File: config.mk
export PLATFORM = sky130hd
export DESIGN_NAME = card_number_luhn_brand_check
export DESIGN_NICKNAME = d
export VERILOG_FILES = /design/src/cnlb_pkg.sv /design/src/cnlb_conv.sv /design/src/card_number_luhn_brand_check.sv
export SDC_FILE = /design/constraint.sdc
export NUM_CORES = 1
export LEC_CHECK = 0
export BUFFER_PORTS_ARGS = -buffer_cell sky130_fd_sc_hd__buf_2
export CORE_UTILIZATION = 43
export CTS_CLUSTER_DIAMETER = 60
export DETAILED_ROUTE_END_ITERATION = 10
export HOLD_SLACK_MARGIN = 0.03
export PLACE_DENSITY = 0.69
export SETUP_SLACK_MARGIN = 0.05
export SLEW_MARGIN = 0
export SYNTH_ARGS = -nofsm -noshare
export SYNTH_HDL_FRONTEND = slang
export SYNTH_SLANG_ARGS = --single-unit
File: constraint.sdc
create_clock -name clk -period 4.8 [get_ports clk]
set_clock_uncertainty 0.05 [all_clocks]
set_input_delay 0.48 -clock clk [delete_from_list [all_inputs] [get_ports clk]]
set_output_delay 0.48 -clock clk [all_outputs]
set_load 0.05 [all_outputs]
File: src/cnlb_pkg.sv
// ----------------------------------------------------------------------------
// Card number check package
// Shared widths, sequencer states, converter control and brand decode.
// ----------------------------------------------------------------------------
package cnlb_pkg;

  localparam int VALUE_W    = 54;  // binary card number width
  localparam int NUM_DIGITS = 17;  // decimal digits a 54-bit value can need
  localparam int BCD_W      = 4 * NUM_DIGITS;
  localparam int MAX_DIGITS = 16;  // longest number that may carry a brand
  localparam int CNT_W      = 6;   // covers both the bit and the digit passes

  localparam logic [1:0] BRAND_INVALID    = 2'd0;
  localparam logic [1:0] BRAND_AMEX       = 2'd1;
  localparam logic [1:0] BRAND_MASTERCARD = 2'd2;
  localparam logic [1:0] BRAND_VISA       = 2'd3;

  typedef enum logic [1:0] {
    S_IDLE,
    S_CONV,
    S_SCAN,
    S_FIN
  } state_t;

  typedef struct packed {
    logic load;      // take a new binary value, clear the digits
    logic step_bin;  // one shift-add step of the conversion
    logic step_dig;  // drop the lowest decimal digit
  } conv_ctrl_t;

  function automatic logic [1:0] classify(input logic [4:0] count,
                                          input logic [3:0] lead,
                                          input logic [3:0] nxt);
    logic [1:0] b;
    b = BRAND_INVALID;
    if (count == 5'd15 && lead == 4'd3 && (nxt == 4'd4 || nxt == 4'd7))
      b = BRAND_AMEX;
    else if (count == 5'd16 && lead == 4'd5 && nxt >= 4'd1 && nxt <= 4'd5)
      b = BRAND_MASTERCARD;
    else if ((count == 5'd13 || count == 5'd16) && lead == 4'd4)
      b = BRAND_VISA;
    return b;
  endfunction

endpackage

File: src/cnlb_conv.sv
// ----------------------------------------------------------------------------
// Binary to decimal converter
// Shift-add conversion one bit a cycle, then hands out digits lowest first.
// ----------------------------------------------------------------------------
module cnlb_conv (
  input  logic                      clk,
  input  cnlb_pkg::conv_ctrl_t      ctrl,
  input  logic [cnlb_pkg::VALUE_W-1:0] load_value,
  output logic [3:0]                digit
);
  import cnlb_pkg::*;

  logic [VALUE_W-1:0] bin;
  logic [BCD_W-1:0]   bcd;
  logic [BCD_W-1:0]   bcd_adj;

  // add three to every digit of five or more before the shift
  always_comb begin
    for (int k = 0; k < NUM_DIGITS; k++) begin
      bcd_adj[4*k +: 4] = (bcd[4*k +: 4] >= 4'd5) ? bcd[4*k +: 4] + 4'd3
                                                   : bcd[4*k +: 4];
    end
  end

  always_ff @(posedge clk) begin
    if (ctrl.load) begin
      bin <= load_value;
      bcd <= '0;
    end else if (ctrl.step_bin) begin
      bin <= {bin[VALUE_W-2:0], 1'b0};
      bcd <= {bcd_adj[BCD_W-2:0], bin[VALUE_W-1]};
    end else if (ctrl.step_dig) begin
      bcd <= {4'd0, bcd[BCD_W-1:4]};
    end
  end

  assign digit = bcd[3:0];

endmodule

File: src/card_number_luhn_brand_check.sv
// ----------------------------------------------------------------------------
// Card number Luhn and brand check
// Takes one binary card number a word and returns its digit count, Luhn
// result and brand. The converter loads at the accepting edge, then runs
// 54 steps of the serial binary-to-decimal conversion (one input bit a cycle)
// and 17 steps of the digit scan (one decimal digit a cycle). The final state
// then loads the output register, and the block returns to idle; no new word
// is taken before the last one is through. The next word is taken once the
// result sits in the output register. A result left waiting there holds the
// block in its last step until it is taken. No word is taken while reset is
// high.
// ----------------------------------------------------------------------------
module card_number_luhn_brand_check (
  input  logic        clk,
  input  logic        rst,
  input  logic        s_tvalid,
  output logic        s_tready,
  input  logic [55:0] s_tdata,   // [53:0] card_value, [55:54] zero
  output logic        m_tvalid,
  input  logic        m_tready,
  output logic [7:0]  m_tdata    // [1:0] brand, [2] sum_ok, [7:3] digit_count
);
  import cnlb_pkg::*;

  localparam logic [CNT_W-1:0] CONV_LAST = CNT_W'(VALUE_W - 1);
  localparam logic [CNT_W-1:0] SCAN_LAST = CNT_W'(NUM_DIGITS - 1);

  state_t           state, state_next;
  logic [CNT_W-1:0] cnt;
  conv_ctrl_t       ctrl;
  logic             fin_load;
  logic [3:0]       digit;

  logic [3:0] sum;
  logic [4:0] count;
  logic [3:0] lead_digit;
  logic [3:0] next_digit;
  logic [3:0] prev_digit;

  logic [1:0] brand;
  logic       sum_ok;
  logic [4:0] digit_count;

  logic [4:0] dbl;
  logic [4:0] term;
  logic [4:0] acc;
  logic       in_fire;

  assign in_fire = s_tvalid && s_tready;

  cnlb_conv u_conv (
    .clk        (clk),
    .ctrl       (ctrl),
    .load_value (s_tdata[VALUE_W-1:0]),
    .digit      (digit)
  );

  always_comb begin
    state_next = state;
    unique case (state)
      S_IDLE: if (s_tvalid) state_next = S_CONV;
      S_CONV: if (cnt == CONV_LAST) state_next = S_SCAN;
      S_SCAN: if (cnt == SCAN_LAST) state_next = S_FIN;
      S_FIN:  if (!m_tvalid || m_tready) state_next = S_IDLE;
      default: state_next = S_IDLE;
    endcase
  end

  always_comb begin
    s_tready      = 1'b0;
    ctrl          = '0;
    fin_load      = 1'b0;
    unique case (state)
      S_IDLE: begin
        s_tready  = !rst;
        ctrl.load = s_tvalid && !rst;
      end
      S_CONV:  ctrl.step_bin = 1'b1;
      S_SCAN:  ctrl.step_dig = 1'b1;
      S_FIN:   fin_load = !m_tvalid || m_tready;
      default: ;
    endcase
  end

  always_ff @(posedge clk) begin
    if (rst) begin
      state <= S_IDLE;
      cnt   <= '0;
    end else begin
      state <= state_next;
      if (state != state_next) cnt <= '0;
      else if (state == S_CONV || state == S_SCAN) cnt <= cnt + 1'b1;
    end
  end

  // Luhn term: every second digit from the right, starting with the second, is doubled, digit-summed
  always_comb begin
    dbl  = {digit, 1'b0};
    term = {1'b0, digit};
    if (cnt[0]) term = (dbl > 5'd9) ? dbl - 5'd9 : dbl;
    acc  = {1'b0, sum} + term;
  end

  always_ff @(posedge clk) begin
    if (in_fire) begin
      sum        <= '0;
      count      <= '0;
      lead_digit <= '0;
      next_digit <= '0;
      prev_digit <= '0;
    end else if (ctrl.step_dig) begin
      sum        <= (acc >= 5'd10) ? 4'(acc - 5'd10) : acc[3:0];
      prev_digit <= digit;
      // the highest non-zero digit seen so far leads the number
      if (digit != 4'd0) begin
        count      <= cnt[4:0] + 5'd1;
        lead_digit <= digit;
        next_digit <= prev_digit;
      end
    end
  end

  always_ff @(posedge clk) begin
    if (rst) begin
      m_tvalid <= 1'b0;
    end else if (fin_load) begin
      m_tvalid <= 1'b1;
    end else if (m_tready) begin
      m_tvalid <= 1'b0;
    end
  end

  always_ff @(posedge clk) begin
    if (fin_load) begin
      sum_ok      <= (sum == 4'd0);
      digit_count <= count;
      if (sum == 4'd0 && count != 5'd0 && count <= 5'(MAX_DIGITS))
        brand <= classify(count, lead_digit, next_digit);
      else
        brand <= BRAND_INVALID;
    end
  end

  assign m_tdata = {digit_count, sum_ok, brand};

`ifndef SYNTHESIS
  a_busy_not_ready: assert property (@(posedge clk) disable iff (rst)
    (state == S_CONV || state == S_SCAN) |-> !s_tready)
    else $error("input taken while an item is in progress");

  a_brand_needs_sum: assert property (@(posedge clk) disable iff (rst)
    (m_tvalid && m_tdata[1:0] != BRAND_INVALID) |-> m_tdata[2])
    else $error("brand given without a good Luhn sum");

  a_count_range: assert property (@(posedge clk) disable iff (rst)
    m_tvalid |-> (m_tdata[7:3] <= 5'(NUM_DIGITS)))
    else $error("digit count out of range");

  a_accept_starts: assert property (@(posedge clk) disable iff (rst)
    (s_tvalid && s_tready) |=> (state == S_CONV && cnt == '0))
    else $error("accepted word did not start a conversion");
`endif

endmodule
==> flow_summary_export.csv <==
group,metric,value,unit
synth,synthesis.yosys.warnings,0,
sta,setup_repair_after_global_routing_missed_its_margin,"false",
critical_path,critical_path.startpoint_type,"register",
clock_network,clkLatencyLatePin,430,ps
drt,route.detailed.drc,0,
clock_network,worst_setup_hold_path_clk_slew,70,ps
die,die_height,145.7,um
place,hpwl,11.16,mm
grt,wire_length_of_the_first_global_routing_pass,30.01,mm
sta,hold_viol,0,
grt,grt_overflow,0,
clock_network,cts_inserted_buffers,17,
synth,synth_simple_gate_area_share,22.33,%
synth,synth_cells,1062,
drt,final_antenna_net_count,0,
pwr,ir_drop,0.2609,mV
synth,syn_nets,1170,
synth,synth-xor-area-share,3.155,%
drt,detail_route.iter0.violations,324,
sta,tightest_slew,1101,ps
synth,post_synth_edffs,62,
synth,synth_top_family_by_area,"simple AND/OR/NAND/NOR gates",
clock_network,postCtsResizedCells,0,
synth,synth_compound_area_share,13.02,%
synth,yosys_register_bits,160,
drt,dr_total_vias,7068,
flow_run,timing.max_cap.violations,0,
clock_network,holdBufCountCts,0,
die,dieArea,21240,um2
grt,grt_max_degree,104,
die,starting_density_of_the_core,43.90,%
clock_network,cts_setup_buffers,0,
synth,synth_async_sr_flop_share,0,%
finish,fin_nets,1206,
drt,drt_wl_total,17.27,mm
sta,final_period_minus_worst_setup_slack,3476,ps
critical_path,timing.critical_path.arrival,3790,ps
synth,dominantRegCellSynth,"dfxtp_1",
synth,synth-seq-area-share,43.05,%
finish,post_route_cells_drive_above_1_share,10.35,%
synth,yosys-mux-area-fraction,6.423,%
sta,final.period_utilization,72.43,%
clock_network,clockBufferDepth,2,
drt,drt_pass1_iterations,6,
outcome,outcome,"complete, no violations",
place,gp_congestion,0.8037,
synth,synth_most_common_cell,"nand2_1",
pwr,power_per_cell_area,422.3,nW/um2
critical_path,critPathMaxFanout,8,
drt,vias_per_std_cell,5.114,
grt,antenna_found_initial,1,
drt,route.detailed.wl_per_inst,12.49,um
clock_network,cts_num_sinks,160,
min_path,worst_hold_path_type,"primary input to register",
clock_network,cts-root-buf,"clkbuf_16",
pwr,leakagePower,4.080,nW
sta,setup_total_negative_slack,0,ps
finish,layout.filler_cells,1904,
place,placement.io_buffers,67,
critical_path,critical_path.max_stage_delay,430,ps
synth,synthesis.area_per_instance,8.364,um2
synth,synth_top_cells_by_area,"dfxtp_1, edfxtp_1, nand2_1",
die,design.portCount,70,
pwr,total_power,4.214,mW
critical_path,cp_num_buf_inv,4,
synth,synth_top_cell_by_area,"dfxtp_1",
sta,slew_violations,0,
die,die_w,145.7,um
critical_path,worst_path_max_delay_cell,"fa_1",
sta,finalSetupViolCount,0,
sta,worst_slew_margin_rel,26.59,%
finish,area_growth,12.35,%
grt,grt.total_usage,16.94,%
grt,grt_pass1_vias,6603,
clock_network,cts_tree,"built",
sta,clock.fmax,287.6,MHz
synth,synth_top_area_share,22.09,%
synth,synth.top_cells.by_count,"nand2_1, nor2_1, dfxtp_1",
die,rows,52,
critical_path,critical-path-top-delay-family,"adder cells",
critical_path,endpoint_kind,"register",
synth,synth_fa_ha_area_share,6.846,%
die,floorplan.core_area,20230,um2
critical_path,cp_data_required_time,5110,ps
critical_path,worstPathCellList,"inv_1 -> ha_1 -> inv_1 -> a21oi_1 -> xnor2_1 -> nand2_1 -> o21ai_0 -> inv_1 -> fa_1 -> xnor2_1 -> inv_1 -> ha_1 -> o31ai_1 -> a22oi_2 -> or3b_1 -> a31oi_1",
synth,yosysUniqueCellTypes,49,
critical_path,crit_path_frequent_cell,"inv_1",
clock_network,ctsHtreeMaxLevel,4,
synth,netlist_area,8882,um2
critical_path,timing_worst_setup_path_type,"register to register",
## metal layers
layer	GRT usage (%)	wire, um
met4	5.421	287
met3	4.295	555
met1	21.64	8392
met5	0	0
met2	27.99	8029
## worst reg2reg max path: stages (launching register included)
cell,delay [ps]
dfxtp_1,380
inv_1,150
ha_1,340
inv_1,70
a21oi_1,260
xnor2_1,150
nand2_1,60
o21ai_0,130
inv_1,100
fa_1,430
xnor2_1,260
inv_1,80
ha_1,230
o31ai_1,100
a22oi_2,120
or3b_1,360
a31oi_1,150
## power by group
group | internal, mW | switching, mW | total (mW)
sequential | 1.62 | 0.221 | 1.84
clock | 0.692 | 0.620 | 1.31
combinational | 0.483 | 0.583 | 1.07
## path summary, 6_finish.rpt
path                               startpoint             to  slack, ps  depth (start not counted)
worst max-delay path            u_conv.bcd[1]         sum[2]       1320                         16
worst min-delay path                      rst       m_tvalid        240                          2
worst max register to register  u_conv.bcd[1]         sum[2]       1320                         16
worst min register to register  prev_digit[3]  prev_digit[3]        420                          2
## per-stage QoR
stage	hold WS, ps	utilization, %	cell area (um2)	cells	worst slack, ps
after floorplan	393.7	-	8882	1062	1226
after global placement	403.5	46.46	9402	1349	1350
after detailed placement	412.2	46.46	9402	1349	1357
after CTS	221.1	49.31	9977	1381	1302
after global routing	239.4	49.32	9980	1382	923.1
final	244.9	49.32	9980	1382	1324
## flip-flops by register name, indices dropped and copies added, names as in the netlist
name         flops
state            2
lead_digit       4
u_conv.bin      54
brand            2
digit_count      5
sum              4
sum_ok           1
m_tvalid         1
next_digit       4
cnt              6
u_conv.bcd      68
prev_digit       4
count            5
## logic make-up (layout without fill, tap and decap cells)
kind of cell	after synthesis	count (layout)
XOR/XNOR	32	32
buffers and inverters	116	165
AO/OA/AOI/OAI	185	185
AND/OR/NAND/NOR	464	464
multiplexers	57	57
adder cells (fa/ha/maj)	48	48
other	0	1
flip-flops	160	160
## layout make-up
type                       count  area [um2]  area share [%]
clock buffer                  18       429.2           4.300
tap                          270       337.8           3.385
inverter                      59       221.5           2.219
clock inverter                14       146.4           1.467
sequential                   160        3824           38.31
multi-input combinational    786        4631           46.40
antenna                        1       2.502         0.02508
timing repair buffer          74       387.9           3.887
## layout by cell type (no fill, tap or decap), drive strengths merged, types with 18 or more instances in the layout
cell type / netlist / routed
inv: 59 / 67
a21oi: 42 / 42
o21ai: 48 / 48
ha: 47 / 47
a211oi: 34 / 34
nand2: 231 / 231
edfxtp: 62 / 62
mux2i: 57 / 57
xnor2: 26 / 26
clkbuf: 39 / 18
dfxtp: 98 / 98
nand3: 34 / 34
nand2b: 40 / 40
nor2: 132 / 132
buf: 18 / 74
Note: power is estimated with default switching activity, not from simulation.
